<file path="config.mk">
export PLATFORM = sky130hd
export DESIGN_NAME = digitizer_readout_word_parser_top
export DESIGN_NICKNAME = d
export VERILOG_FILES = /design/src/rtl/drwp_pkg.sv /design/src/rtl/drwp_parser.sv /design/src/rtl/drwp_out_reg.sv /design/src/rtl/digitizer_readout_word_parser_top.sv
export SDC_FILE = /design/constraint.sdc
export NUM_CORES = 1
export LEC_CHECK = 0
export CORE_MARGIN = 10
export CORE_UTILIZATION = 42
export CTS_CLUSTER_SIZE = 14
export DETAILED_ROUTE_END_ITERATION = 12
export DONT_BUFFER_PORTS = 1
export SYNTH_ARGS = -nofsm -noshare
export SYNTH_HDL_FRONTEND = slang
export SYNTH_HIERARCHICAL = 1
export SYNTH_SLANG_ARGS = --single-unit
</file>
<file path="constraint.sdc">
create_clock -name clk -period 27.8 [get_ports clk]
set_input_delay 2.78 -clock clk [delete_from_list [all_inputs] [get_ports clk]]
set_output_delay 2.78 -clock clk [all_outputs]
set_load 0.02 [all_outputs]
</file>
<file path="src/rtl/drwp_pkg.sv">
// Types and constants shared by the digitizer readout word parser modules.
package drwp_pkg;

  localparam int WORD_W     = 32;
  localparam int ROC_W      = 8;
  localparam int EVT_W      = 64;
  localparam int IDX_W      = 32;
  localparam int SLOT_W     = 5;
  localparam int MOD_W      = 4;
  localparam int HALF_W     = 24;
  localparam int TIME_W     = 48;
  localparam int DESC_W     = 9;
  localparam int COUNT_W    = 33;
  localparam int SUM_W      = 35;
  localparam int NSB_HI_W   = 28;
  localparam int PULSE_W    = 42;
  localparam int TYPE_W     = 5;
  localparam int ACC_CNT_W  = 4;
  localparam int IN_DATA_W  = 104;
  localparam int OUT_DATA_W = 296;

  typedef enum logic [1:0] {
    KIND_INFO         = 2'd0,
    KIND_ACC          = 2'd1,
    KIND_TRAILER_SLOT = 2'd2,
    KIND_EVENT_SLOT   = 2'd3
  } kind_t;

  localparam logic [TYPE_W-1:0] TYPE_BLOCK_HEADER  = 5'd0;
  localparam logic [TYPE_W-1:0] TYPE_BLOCK_TRAILER = 5'd1;
  localparam logic [TYPE_W-1:0] TYPE_EVENT_HEADER  = 5'd2;
  localparam logic [TYPE_W-1:0] TYPE_TRIG_TIME     = 5'd3;
  localparam logic [TYPE_W-1:0] TYPE_ACCUM         = 5'd10;
  localparam logic [TYPE_W-1:0] TYPE_NONE          = 5'd16;

  localparam logic [ACC_CNT_W-1:0] ACC_IDLE = 4'd0;
  localparam logic [ACC_CNT_W-1:0] ACC_LAST = 4'd10;

  typedef struct packed {
    kind_t               kind;
    logic [EVT_W-1:0]    evt_num;
    logic [ROC_W-1:0]    source_roc;
    logic [SLOT_W-1:0]   slot;
    logic [MOD_W-1:0]    mod_code;
    logic [TIME_W-1:0]   time_first;
    logic [TIME_W-1:0]   time_second;
    logic [DESC_W-1:0]   acc_descriptor;
    logic [COUNT_W-1:0]  sample_count;
    logic [SUM_W-1:0]    sample_sum;
    logic [PULSE_W-1:0]  pulse_counts;
  } result_t;

  typedef struct packed {
    logic                 halted;
    logic [ACC_CNT_W-1:0] acc_count;
  } status_t;

endpackage

</file>
<file path="src/rtl/drwp_parser.sv">
// Per-word decoder and per-bank state registers of the readout word parser.
module drwp_parser import drwp_pkg::*; (
  input  logic              clk,
  input  logic              rst,
  input  logic              in_valid,
  input  logic [WORD_W-1:0] word,
  input  logic              bank_start,
  input  logic [ROC_W-1:0]  roc_id,
  input  logic [EVT_W-1:0]  first_event,
  output logic              res_valid,
  output result_t           res,
  output status_t           status
);

  logic [SLOT_W-1:0]    header_slot,    header_slot_next;
  logic [MOD_W-1:0]     header_module,  header_module_next;
  logic [EVT_W-1:0]     base_event,     base_event_next;
  logic [IDX_W-1:0]     evt_offset,     evt_offset_next;
  logic [EVT_W-1:0]     current_event,  current_event_next;
  logic [ROC_W-1:0]     latched_roc,    latched_roc_next;
  logic [HALF_W-1:0]    trig_time_low,  trig_time_low_next;
  logic [HALF_W-1:0]    trig_time_high, trig_time_high_next;
  logic [TYPE_W-1:0]    previous_type,  previous_type_next;
  logic [ACC_CNT_W-1:0] acc_count,      acc_count_next;
  logic                 halted,         halted_next;

  logic [DESC_W-1:0]    acc_desc,       acc_desc_next;
  logic [TIME_W-1:0]    acc_time_first, acc_time_first_next;
  logic [TIME_W-1:0]    acc_time_second, acc_time_second_next;
  logic [COUNT_W-1:0]   acc_samples,    acc_samples_next;
  logic [SUM_W-1:0]     acc_sum,        acc_sum_next;
  logic [NSB_HI_W-1:0]  acc_nsb,        acc_nsb_next;

  logic [TYPE_W-1:0]    wtype;
  logic [SLOT_W-1:0]    word_slot;
  logic                 emit;

  assign wtype     = {1'b0, word[30:27]};
  assign word_slot = word[26:22];

  always_comb begin
    header_slot_next     = header_slot;
    header_module_next   = header_module;
    base_event_next      = base_event;
    evt_offset_next      = evt_offset;
    current_event_next   = current_event;
    latched_roc_next     = latched_roc;
    trig_time_low_next   = trig_time_low;
    trig_time_high_next  = trig_time_high;
    previous_type_next   = previous_type;
    acc_count_next       = acc_count;
    halted_next          = halted;
    acc_desc_next        = acc_desc;
    acc_time_first_next  = acc_time_first;
    acc_time_second_next = acc_time_second;
    acc_samples_next     = acc_samples;
    acc_sum_next         = acc_sum;
    acc_nsb_next         = acc_nsb;
    emit                 = 1'b0;
    res                  = '0;

    if (bank_start) begin
      header_slot_next    = '0;
      header_module_next  = '0;
      base_event_next     = first_event;
      evt_offset_next     = '0;
      current_event_next  = '0;
      latched_roc_next    = roc_id;
      trig_time_low_next  = '0;
      trig_time_high_next = '0;
      previous_type_next  = TYPE_NONE;
      acc_count_next      = ACC_IDLE;
      halted_next         = 1'b0;
    end

    if (!halted_next) begin
      if (acc_count_next != ACC_IDLE) begin
        case (acc_count_next)
          4'd1: acc_time_first_next[HALF_W-1:0]        = word[HALF_W-1:0];
          4'd2: acc_time_first_next[TIME_W-1:HALF_W]   = word[HALF_W-1:0];
          4'd3: acc_time_second_next[HALF_W-1:0]       = word[HALF_W-1:0];
          4'd4: acc_time_second_next[TIME_W-1:HALF_W]  = word[HALF_W-1:0];
          4'd5: acc_samples_next[25:0]                 = word[25:0];
          4'd6: acc_samples_next[COUNT_W-1:26]         = word[6:0];
          4'd7: acc_sum_next[29:0]                     = word[29:0];
          4'd8: acc_sum_next[SUM_W-1:30]               = word[4:0];
          4'd9: acc_nsb_next                           = word[NSB_HI_W-1:0];
          default: begin
            emit                = 1'b1;
            res.kind            = KIND_ACC;
            res.time_first      = acc_time_first;
            res.time_second     = acc_time_second;
            res.acc_descriptor  = acc_desc;
            res.sample_count    = acc_samples;
            res.sample_sum      = acc_sum;
            res.pulse_counts    = {acc_nsb, word[13:0]};
          end
        endcase
        acc_count_next = emit ? ACC_IDLE : acc_count_next + 4'd1;
      end else if (word[31]) begin
        previous_type_next = wtype;
        case (wtype)
          TYPE_BLOCK_HEADER: begin
            header_slot_next   = word_slot;
            header_module_next = word[21:18];
          end
          TYPE_BLOCK_TRAILER: begin
            if (word_slot != header_slot_next) begin
              halted_next = 1'b1;
              emit        = 1'b1;
              res.kind    = KIND_TRAILER_SLOT;
            end
          end
          TYPE_EVENT_HEADER: begin
            current_event_next = base_event_next + {{(EVT_W-IDX_W){1'b0}}, evt_offset_next};
            evt_offset_next    = evt_offset_next + 32'd1;
            emit               = 1'b1;
            if (word_slot != header_slot_next) begin
              halted_next = 1'b1;
              res.kind    = KIND_EVENT_SLOT;
            end else begin
              res.kind       = KIND_INFO;
              res.time_first = {trig_time_high_next, trig_time_low_next};
            end
          end
          TYPE_TRIG_TIME: trig_time_low_next = word[HALF_W-1:0];
          default: ;
        endcase
      end else if (previous_type_next == TYPE_TRIG_TIME) begin
        trig_time_high_next = word[HALF_W-1:0];
      end else if (previous_type_next == TYPE_ACCUM) begin
        acc_desc_next  = word[DESC_W-1:0];
        acc_count_next = 4'd1;
      end
    end

    res.evt_num    = current_event_next;
    res.source_roc = latched_roc_next;
    res.slot       = header_slot_next;
    res.mod_code   = header_module_next;
  end

  assign res_valid = in_valid && emit;
  assign status    = '{halted: halted, acc_count: acc_count};

  always_ff @(posedge clk) begin
    if (rst) begin
      header_slot    <= '0;
      header_module  <= '0;
      base_event     <= '0;
      evt_offset     <= '0;
      current_event  <= '0;
      latched_roc    <= '0;
      trig_time_low  <= '0;
      trig_time_high <= '0;
      previous_type  <= TYPE_NONE;
      acc_count      <= ACC_IDLE;
      halted         <= 1'b0;
    end else if (in_valid) begin
      header_slot    <= header_slot_next;
      header_module  <= header_module_next;
      base_event     <= base_event_next;
      evt_offset     <= evt_offset_next;
      current_event  <= current_event_next;
      latched_roc    <= latched_roc_next;
      trig_time_low  <= trig_time_low_next;
      trig_time_high <= trig_time_high_next;
      previous_type  <= previous_type_next;
      acc_count      <= acc_count_next;
      halted         <= halted_next;
    end
  end

  always_ff @(posedge clk) begin
    if (in_valid) begin
      acc_desc        <= acc_desc_next;
      acc_time_first  <= acc_time_first_next;
      acc_time_second <= acc_time_second_next;
      acc_samples     <= acc_samples_next;
      acc_sum         <= acc_sum_next;
      acc_nsb         <= acc_nsb_next;
    end
  end

endmodule

</file>
<file path="src/rtl/drwp_out_reg.sv">
// Output result register of the readout word parser, with stream handshake.
module drwp_out_reg import drwp_pkg::*; (
  input  logic    clk,
  input  logic    rst,
  input  logic    load,
  input  result_t res,
  output logic    in_ready,
  output logic    out_valid,
  input  logic    out_ready,
  output result_t out_res
);

  assign in_ready = !out_valid || out_ready;

  always_ff @(posedge clk) begin
    if (rst) begin
      out_valid <= 1'b0;
    end else if (load) begin
      out_valid <= 1'b1;
    end else if (out_ready) begin
      out_valid <= 1'b0;
    end
  end

  always_ff @(posedge clk) begin
    if (load) begin
      out_res <= res;
    end
  end

endmodule

</file>
<file path="src/rtl/digitizer_readout_word_parser_top.sv">
// Top level of the digitizer readout word parser.
//
// One readout word is taken in every cycle while s_tready is high; a word that completes a
// record (event header, last accumulator word or slot mismatch) shows its result on the
// master side in the cycle after it is accepted, through the output register. s_tready
// drops only while a result waits in the output register and m_tready is low.
module digitizer_readout_word_parser_top import drwp_pkg::*; (
  input  logic                  clk,
  input  logic                  rst,
  input  logic                  s_tvalid,
  output logic                  s_tready,
  // word [31:0], roc_id [39:32], first_event [103:40]
  input  logic [IN_DATA_W-1:0]  s_tdata,
  // bank_start [0]
  input  logic [0:0]            s_tuser,
  output logic                  m_tvalid,
  input  logic                  m_tready,
  // evt_num [63:0], source_roc [71:64], slot [76:72], mod_code [80:77],
  // time_first [128:81], time_second [176:129], acc_descriptor [185:177],
  // sample_count [218:186], sample_sum [253:219], pulse_counts [295:254]
  output logic [OUT_DATA_W-1:0] m_tdata,
  // kind [1:0]
  output logic [1:0]            m_tuser
);

  logic    accept;
  logic    res_valid;
  result_t res;
  result_t out_res;
  status_t status;

  assign accept = s_tvalid && s_tready;

  drwp_parser u_parser (
    .clk         (clk),
    .rst         (rst),
    .in_valid    (accept),
    .word        (s_tdata[31:0]),
    .bank_start  (s_tuser[0]),
    .roc_id      (s_tdata[39:32]),
    .first_event (s_tdata[103:40]),
    .res_valid   (res_valid),
    .res         (res),
    .status      (status)
  );

  drwp_out_reg u_out_reg (
    .clk       (clk),
    .rst       (rst),
    .load      (res_valid),
    .res       (res),
    .in_ready  (s_tready),
    .out_valid (m_tvalid),
    .out_ready (m_tready),
    .out_res   (out_res)
  );

  assign m_tuser = out_res.kind;
  assign m_tdata = {out_res.pulse_counts, out_res.sample_sum, out_res.sample_count,
                    out_res.acc_descriptor, out_res.time_second, out_res.time_first,
                    out_res.mod_code, out_res.slot, out_res.source_roc,
                    out_res.evt_num};

  // A stalled result must hold off new requests so it cannot be overwritten.
  a_no_overwrite: assert property (@(posedge clk) disable iff (rst)
    m_tvalid && !m_tready |-> !s_tready)
    else $error("input accepted while a stalled result waits");

  // A slot mismatch halts the bank.
  a_mismatch_halts: assert property (@(posedge clk) disable iff (rst)
    res_valid && (res.kind == KIND_TRAILER_SLOT || res.kind == KIND_EVENT_SLOT)
    |=> status.halted)
    else $error("slot mismatch did not halt the bank");

  // A halted bank produces results only once a new bank starts.
  a_halted_quiet: assert property (@(posedge clk) disable iff (rst)
    status.halted && res_valid |-> s_tuser[0])
    else $error("result produced while halted");

  // The accumulator word counter never runs past the last record word.
  a_acc_range: assert property (@(posedge clk) disable iff (rst)
    accept && status.acc_count == ACC_LAST && !s_tuser[0] |=> status.acc_count == ACC_IDLE)
    else $error("accumulator record did not close on its last word");

endmodule

</file>
Word level (Yosys, flattened, before mapping)
Cells that the tools add are included.
{ "totals": {"wordCells": 144, "regBits": 735, "memories": 0, "mem_bits_ro": 0, "latchBits": 0, "ramBits": 0, "out_inout_bits": 300} }
{ "op_classes": {"n_bitwise": 4, "reduce_logical": 20, "div": 0, "shift": 0, "eq_ne": 15, "muxes": 69, "addsub": 3, "mul": 0, "order_cmp": 0} }
{ "op_table": {"columns": ["cell", "n"], "rows": [
  ["2-to-1 mux 64 bit", 6],
  ["2-to-1 mux 24 bit", 10],
  ["2-to-1 mux 215 bit", 1],
  ["2-to-1 mux 48 bit", 4],
  ["2-to-1 mux 32 bit", 5],
  ["adder 64 x 32 -> 64 bit", 1],
  ["2-to-1 mux 4 bit", 12],
  ["2-to-1 mux 5 bit", 9],
  ["AND reduction 4 bit", 9],
  ["adder 32 x 1 -> 32 bit (second input constant)", 1],
  ["== test 4 x 2 -> 1 bit (second input constant)", 4],
  ["== test 4 x 3 -> 1 bit (second input constant)", 4],
  ["2-to-1 mux 1 bit", 15],
  ["OR reduction 11 bit", 1],
  ["OR reduction 9 bit", 1],
  ["== test 4 x 1 -> 1 bit (second input constant)", 2],
  ["== test 4 bit (second input constant)", 2],
  ["2-to-1 mux 2 bit", 4],
  ["2-to-1 mux 8 bit", 1],
  ["AND reduction 6 bit", 1],
  ["== test 5 x 2 -> 1 bit (second input constant)", 1],
  ["== test 5 x 4 -> 1 bit (second input constant)", 1],
  ["logical NOT 5 bit", 1],
  ["inequality test 5 bit", 1],
  ["other kinds (10)", 14]
]} }

Longest topological paths before layout
{ "logic_depth": {"depth_word": 10, "mapped_depth": 19, "ltp_nobuf": 12} }

Modules after synthesis
The synthesis kept the hierarchy.
{ "by_module_without_submodules": {"columns": ["mod", "cells_per_inst", "n_inst", "area_per_inst_um2"], "rows": [
  ["drwp_parser", 2315, 1, 21795.9],
  ["drwp_out_reg", 302, 1, 8994.9],
  ["digitizer_readout_word_parser_top", 1, 1, 6.3]
]} }

Worst setup path after synthesis
Ideal clock, no wire load.
{ "synth_timing": {"path_type": "in2reg", "from": "input port s_tuser", "to": "register u_out_reg.out_valid", "arrival_time_ns": 20.610, "setup_ns": 0.106, "stages": 15, "path_buffers": 4, "slack_ns": 7.084, "t_required_ns": 27.694, "path_cell_list": "buf_2 -> buf_2 -> inv_1 -> clkbuf_1 -> nand2_1 -> ha_1 -> clkbuf_1 -> or4b_2 -> o21ai_0 -> a21oi_1 -> o32a_1 -> or2_2 -> a21oi_1 -> inv_1 -> a21oi_2"} }
{ "synth_between": {"elab_chain_len": 10, "elab_cells_between_ends": 26, "cone_classes": "10 x eq/ne; 12 x mux; 4 x reduce/logical"} }
{ "synth_lines": {"columns": ["item", "line_no", "text"], "rows": [
  ["start: declaration", "digitizer_readout_word_parser_top.sv:15", "input logic [0:0] s_tuser,"],
  ["2-to-1 mux 4 bit", "drwp_parser.sv:62", "if (bank_start) begin"],
  ["== test 4 bit (tied with other cells)", "drwp_parser.sv:78", "case (acc_count_next)"],
  ["OR reduction 9 bit (no line)", null, null],
  ["2-to-1 mux 1 bit", "drwp_parser.sv:78", null],
  ["2-to-1 mux 1 bit", "drwp_parser.sv:77", "if (acc_count_next != ACC_IDLE) begin"],
  ["2-to-1 mux 1 bit", "drwp_parser.sv:76", "if (!halted_next) begin"],
  ["2-to-1 mux 1 bit", "drwp_parser.sv:77", null],
  ["2-to-1 mux 1 bit (*)", "drwp_parser.sv:76", null],
  ["logical AND 1 bit (*)", "drwp_parser.sv:143", "assign res_valid = in_valid && emit;"],
  ["named net res_valid", "digitizer_readout_word_parser_top.sv:27", "logic res_valid;"],
  ["2-to-1 mux 1 bit / nonzero test 2 bit (equally long branches)", null, null],
  ["end signal: assignment", "drwp_out_reg.sv:17", "out_valid <= 1'b0;"],
  ["end signal: assignment", "drwp_out_reg.sv:19", "out_valid <= 1'b1;"],
  ["end signal: assignment", "drwp_out_reg.sv:21", "out_valid <= 1'b0;"],
  ["end: declaration", "drwp_out_reg.sv:8", "output logic out_valid,"]
]} }
Mark *: on every way through the listed nets, which the timed path passes. The rest lies on a longest branch. The select of a mux whose other input is x is not followed.
A chain may end at the register's enable or synchronous reset.

Final worst setup path
{ "layout_timing": {"from": "input port s_tuser", "to": "register, netlist name u_out_reg/out_res[97]"} }
{ "layout_between": {"elab_chain_len": 9, "elab_cells_between_ends": 24, "cone_classes": "10 x eq/ne; 11 x mux; 3 x reduce/logical"} }
{ "layout_lines": {"columns": ["item", "line_no"], "rows": [
  ["2-to-1 mux 4 bit", "drwp_parser.sv:62"],
  ["== test 4 bit (tied with other cells)", "drwp_parser.sv:78"],
  ["OR reduction 9 bit (no line)", null],
  ["2-to-1 mux 1 bit", "drwp_parser.sv:78"],
  ["2-to-1 mux 1 bit", "drwp_parser.sv:77"],
  ["2-to-1 mux 1 bit", "drwp_parser.sv:76"],
  ["2-to-1 mux 1 bit", "drwp_parser.sv:77"],
  ["2-to-1 mux 1 bit (*)", "drwp_parser.sv:76"],
  ["logical AND 1 bit (*)", "drwp_parser.sv:143"],
  ["named net res_valid", "digitizer_readout_word_parser_top.sv:27"]
]} }
Marked as above.

==> flow_summary.html <==
<table>
<tr><th>Metric</th><th>Value</th></tr>
<tr><th colspan="2">Detailed routing</th></tr>
<tr><td>Number of routed nets with antenna violations</td><td>0</td></tr>
<tr><td>Length of the first detailed-routing pass in iterations</td><td>5</td></tr>
<tr><td>Number of vias per cell after detailed routing</td><td>5.76</td></tr>
<tr><td>Via count</td><td>20619</td></tr>
<tr><td>Number of remaining DRC errors</td><td>0</td></tr>
<tr><td>Final wirelength</td><td>89400 µm</td></tr>
<tr><td>Avg WL per Cell</td><td>25.0 µm</td></tr>
<tr><td>Number of design-rule violations left by the first detailed-router iteration</td><td>1816</td></tr>
<tr><th colspan="2">Power and ir drop</th></tr>
<tr><td>Leak Pwr</td><td>12.5 nW</td></tr>
<tr><td>Total power divided by cell area</td><td>between 60 and 70 nW/µm²</td></tr>
<tr><td>Overall Power</td><td>2.34 mW</td></tr>
<tr><td>Maximum resistive drop on vdd</td><td>roughly 0.00005 V</td></tr>
<tr><th colspan="2">Logic synthesis</th></tr>
<tr><td>Synthesized instance count</td><td>2617</td></tr>
<tr><td>Synthesized Nets</td><td>~2800</td></tr>
<tr><td>Post-synthesis area per instance</td><td>11.8 µm²</td></tr>
<tr><td>Cell area after synthesis</td><td>30800 µm²</td></tr>
<tr><td>Count of yosys warnings during synthesis</td><td>6</td></tr>
<tr><th colspan="2">STA</th></tr>
<tr><td>Actual slew at the worst max-slew pin</td><td>1.30 ns</td></tr>
<tr><td>Final cycle utilization of the critical path</td><td>28.9%</td></tr>
<tr><td>Tightest hold margin</td><td>0.447 ns</td></tr>
<tr><td>Maximum achievable frequency</td><td>about 120 MHz</td></tr>
<tr><td>Unrepaired setup endpoints after global routing</td><td>false</td></tr>
<tr><td>Sum of negative setup slack</td><td>0 ns</td></tr>
<tr><td>Period minus WS final</td><td>around 8 ns</td></tr>
<tr><td>Final Slew Violations</td><td>0</td></tr>
<tr><td>Slew margin rel.</td><td>a little over an eighth</td></tr>
<tr><td>Max Clock Skew</td><td>roughly 0.030 ns</td></tr>
<tr><td>Hold violation count in the final report</td><td>0</td></tr>
<tr><td>Final worst setup slack</td><td>19.77 ns</td></tr>
<tr><td>Final setup vio count</td><td>0</td></tr>
<tr><th colspan="2">GRT</th></tr>
<tr><td>Number of antenna violations at the first check in global routing</td><td>1</td></tr>
<tr><td>First-pass GRT wire length</td><td>132000 µm</td></tr>
<tr><td>Pin count of the biggest net entering global routing</td><td>204</td></tr>
<tr><td>Vias in the first global route</td><td>between 15000 and 20000</td></tr>
<tr><td>Final global-route overflow total</td><td>0</td></tr>
<tr><td>Overall global routing resource usage</td><td>20.3%</td></tr>
<tr><th colspan="2">Critical path</th></tr>
<tr><td>Startpoint of the worst setup timing path</td><td>s_tuser</td></tr>
<tr><td>Cells along the critical path</td><td>inv_1 &gt; buf_4 &gt; nand2_1 &gt; ha_1 &gt; or4b_2 &gt; o21ai_0 &gt; a21oi_1 &gt; o32a_1 &gt; or2_2 &gt; a21oi_4 &gt; buf_4 &gt; buf_4</td></tr>
<tr><td>Max stage delay cell, worst path</td><td>sky130_fd_sc_hd__a21oi_4</td></tr>
<tr><td>Biggest fanout along the worst timing path</td><td>~170</td></tr>
<tr><td>Kind of start point of the critical path</td><td>input port</td></tr>
<tr><td>Largest stage delay on the critical path</td><td>0.98 ns</td></tr>
<tr><td>Signal arrival time at the worst endpoint</td><td>8.29 ns</td></tr>
<tr><td>WS Path Type</td><td>in2reg</td></tr>
<tr><td>Kind of end point of the critical path</td><td>flip-flop</td></tr>
<tr><td>Critical register-to-register path startpoint</td><td>u_parser/acc_count[0]$_SDFFE_PP0P_</td></tr>
<tr><td>Required time at the worst-slack endpoint</td><td>28.06 ns</td></tr>
<tr><td>Critical Path Most Common Cell</td><td>sky130_fd_sc_hd__buf_4</td></tr>
<tr><th colspan="2">Floorplanning</th></tr>
<tr><td>Top-Level Pins</td><td>409</td></tr>
<tr><td>Area of the core region</td><td>72800 µm²</td></tr>
<tr><td>Starting utilization of the core area</td><td>42.3%</td></tr>
<tr><td>Die area</td><td>84500 µm²</td></tr>
<tr><td>Die span in y</td><td>291 µm</td></tr>
<tr><td>Die width</td><td>291 µm</td></tr>
<tr><td>Std-Cell Rows</td><td>99</td></tr>
<tr><th colspan="2">Clock network</th></tr>
<tr><td>Clock transition at path regs</td><td>0.06 ns</td></tr>
<tr><td>Number of H-tree branching levels</td><td>3</td></tr>
<tr><td>CTS Buffer Depth</td><td>3</td></tr>
<tr><td>CTS tree</td><td>built</td></tr>
<tr><td>Root buffer cell</td><td>sky130_fd_sc_hd__clkbuf_16</td></tr>
<tr><td>Clock latency on the worst-skew pair</td><td>approximately 0.63 ns</td></tr>
<tr><td>Total setup buffers inserted after CTS</td><td>0</td></tr>
<tr><td>Count of instances resized after the clock tree is built</td><td>0</td></tr>
<tr><td>Number of clock buffers inserted by TritonCTS</td><td>77</td></tr>
<tr><td>Count of clock tree sinks</td><td>roughly 740</td></tr>
<tr><td>Hold-fix buffers at CTS</td><td>0</td></tr>
<tr><th colspan="2">Cells and area</th></tr>
<tr><td>Proportion of layout cells with a drive suffix above 1</td><td>between 9 and 10%</td></tr>
<tr><td>Count of fill cells added during filler insertion</td><td>between 6000 and 7000</td></tr>
<tr><td>Count of non-filler cells in the finished layout</td><td>3579</td></tr>
<tr><td>Final instance area</td><td>34200 µm²</td></tr>
<tr><td>Final net count</td><td>2703</td></tr>
<tr><td>Share of the core filled with cells in the final layout</td><td>between 40% and 50%</td></tr>
<tr><td>Antenna diode count</td><td>0</td></tr>
<tr><td>Synth-to-layout area growth</td><td>11.2%</td></tr>
<tr><th colspan="2">Flow run</th></tr>
<tr><td>MaxCap Viol Count</td><td>0</td></tr>
<tr><th colspan="2">Worst hold path</th></tr>
<tr><td>Tightest Hold Check Type</td><td>reg2reg</td></tr>
<tr><td>Hold path start</td><td>u_parser/base_event[22]$_SDFFE_PP0P_</td></tr>
<tr><th colspan="2">Placement</th></tr>
<tr><td>Cell total after placement</td><td>3436</td></tr>
<tr><td>Detail Placement HPWL</td><td>58700 µm</td></tr>
<tr><td>Placer's final routability congestion estimate</td><td>0.874</td></tr>
<tr><td>Port Buffer Count</td><td>0</td></tr>
<tr><td>Area post-placement</td><td>31600 µm²</td></tr>
<tr><td>Post-Place Setup Slack</td><td>approximately 19 ns</td></tr>
<tr><th colspan="2">Status</th></tr>
<tr><td>Status</td><td>complete, no violations</td></tr>
</table>
[where the power goes]
part,internal (mW),switching (mW),total (mW),leakage (nW)
combinational,0.0303,0.0604,0.0906,4.59
sequential,1.18,0.0214,1.20,6.64
clock,0.598,0.443,1.04,1.26
[path summary, 6_finish.rpt]
| kind | end | depth (start not counted) | slack [ns] |
|---|---|---|---|
| hold reg to reg | u_parser/base_event[22]$_SDFFE_PP0P_ | 2 | 0.45 |
| hold / removal | u_parser/base_event[22]$_SDFFE_PP0P_ | 2 | 0.45 |
| setup reg to reg | u_out_reg/out_res[97]$_DFFE_PP_ | 10 | 22.42 |
| setup / recovery | u_out_reg/out_res[97]$_DFFE_PP_ | 12 | 19.77 |
[state kept, by name (all words and copies together), names as in the netlist]
register,cells
u_parser/acc_sum,35
u_parser/acc_samples,33
u_parser/acc_count,4
u_parser/header_slot,5
u_parser/previous_type,5
u_parser/header_module,4
u_parser/current_event,64
u_parser/acc_time_first,48
u_parser/base_event,64
u_parser/trig_time_high,24
u_parser/acc_desc,9
u_out_reg/out_valid,1
u_out_reg/out_res,298
u_parser/trig_time_low,24
u_parser/acc_nsb,28
u_parser/latched_roc,8
u_parser/evt_offset,32
u_parser/halted,1
u_parser/acc_time_second,48
[per-layer routing]
layer	routed length, µm	GRT usage [%]	vias up
li1	-	-	9490
met1	36700	25.9	10167
met2	43100	33.3	815
met3	6760	4.84	147
met4	2760	6.92	0
met5	0	0	-
[area by class of cell]
class	instances	area (µm²)	area share, %
inverters	19	71.3	0.208
clock inverters	54	602	1.76
repair buffers	29	218	0.636
multi-input cells	1694	10400	30.5
clock buffers	89	1990	5.82
well taps	959	1200	3.50
flip-flops and latches	735	19700	57.6
[worst max-delay path, delay by kind of cell]
kind | cells | cell delay, ns
adders and majority gates | 1 | 0.33
and+or+nand+nor | 3 | 1.15
AOI/OAI and AO/OA | 4 | 1.42
buffers and inverters | 4 | 2.53
[layout by cell type (no fill, tap or decap), types with 7 or more instances in the layout]
| cell type | n |
|---|---|
| sky130_fd_sc_hd__a22o_1 | 50 |
| sky130_fd_sc_hd__dfxtp_1 | 236 |
| sky130_fd_sc_hd__bufinv_16 | 8 |
| sky130_fd_sc_hd__a21o_1 | 12 |
| sky130_fd_sc_hd__mux2_2 | 49 |
| sky130_fd_sc_hd__o31ai_1 | 14 |
| sky130_fd_sc_hd__clkinv_1 | 19 |
| sky130_fd_sc_hd__clkbuf_1 | 10 |
| sky130_fd_sc_hd__a31o_2 | 11 |
| sky130_fd_sc_hd__and2_1 | 19 |
| sky130_fd_sc_hd__nor3_1 | 18 |
| sky130_fd_sc_hd__buf_4 | 29 |
| sky130_fd_sc_hd__edfxtp_1 | 499 |
| sky130_fd_sc_hd__a211oi_1 | 10 |
| sky130_fd_sc_hd__and3_1 | 192 |
| sky130_fd_sc_hd__nand2_1 | 300 |
| sky130_fd_sc_hd__a21oi_1 | 136 |
| sky130_fd_sc_hd__nor4_1 | 7 |
| sky130_fd_sc_hd__nor2_1 | 262 |
| sky130_fd_sc_hd__or3_1 | 12 |
| sky130_fd_sc_hd__ha_1 | 37 |
| sky130_fd_sc_hd__nand3b_1 | 8 |
| sky130_fd_sc_hd__inv_1 | 19 |
| sky130_fd_sc_hd__clkbuf_16 | 77 |
| sky130_fd_sc_hd__a22oi_1 | 110 |
| sky130_fd_sc_hd__o21a_1 | 8 |
| sky130_fd_sc_hd__clkinv_2 | 16 |
| sky130_fd_sc_hd__o211ai_1 | 9 |
| sky130_fd_sc_hd__mux2i_1 | 41 |
| sky130_fd_sc_hd__a31oi_1 | 16 |
| sky130_fd_sc_hd__xnor2_1 | 48 |
| sky130_fd_sc_hd__nor2b_1 | 40 |
| sky130_fd_sc_hd__o21ai_0 | 47 |
| sky130_fd_sc_hd__nand3_1 | 65 |
| sky130_fd_sc_hd__nand4_1 | 16 |
| sky130_fd_sc_hd__nand2b_1 | 12 |
| sky130_fd_sc_hd__xor2_1 | 34 |
Power figures use the tool's default switching activity.
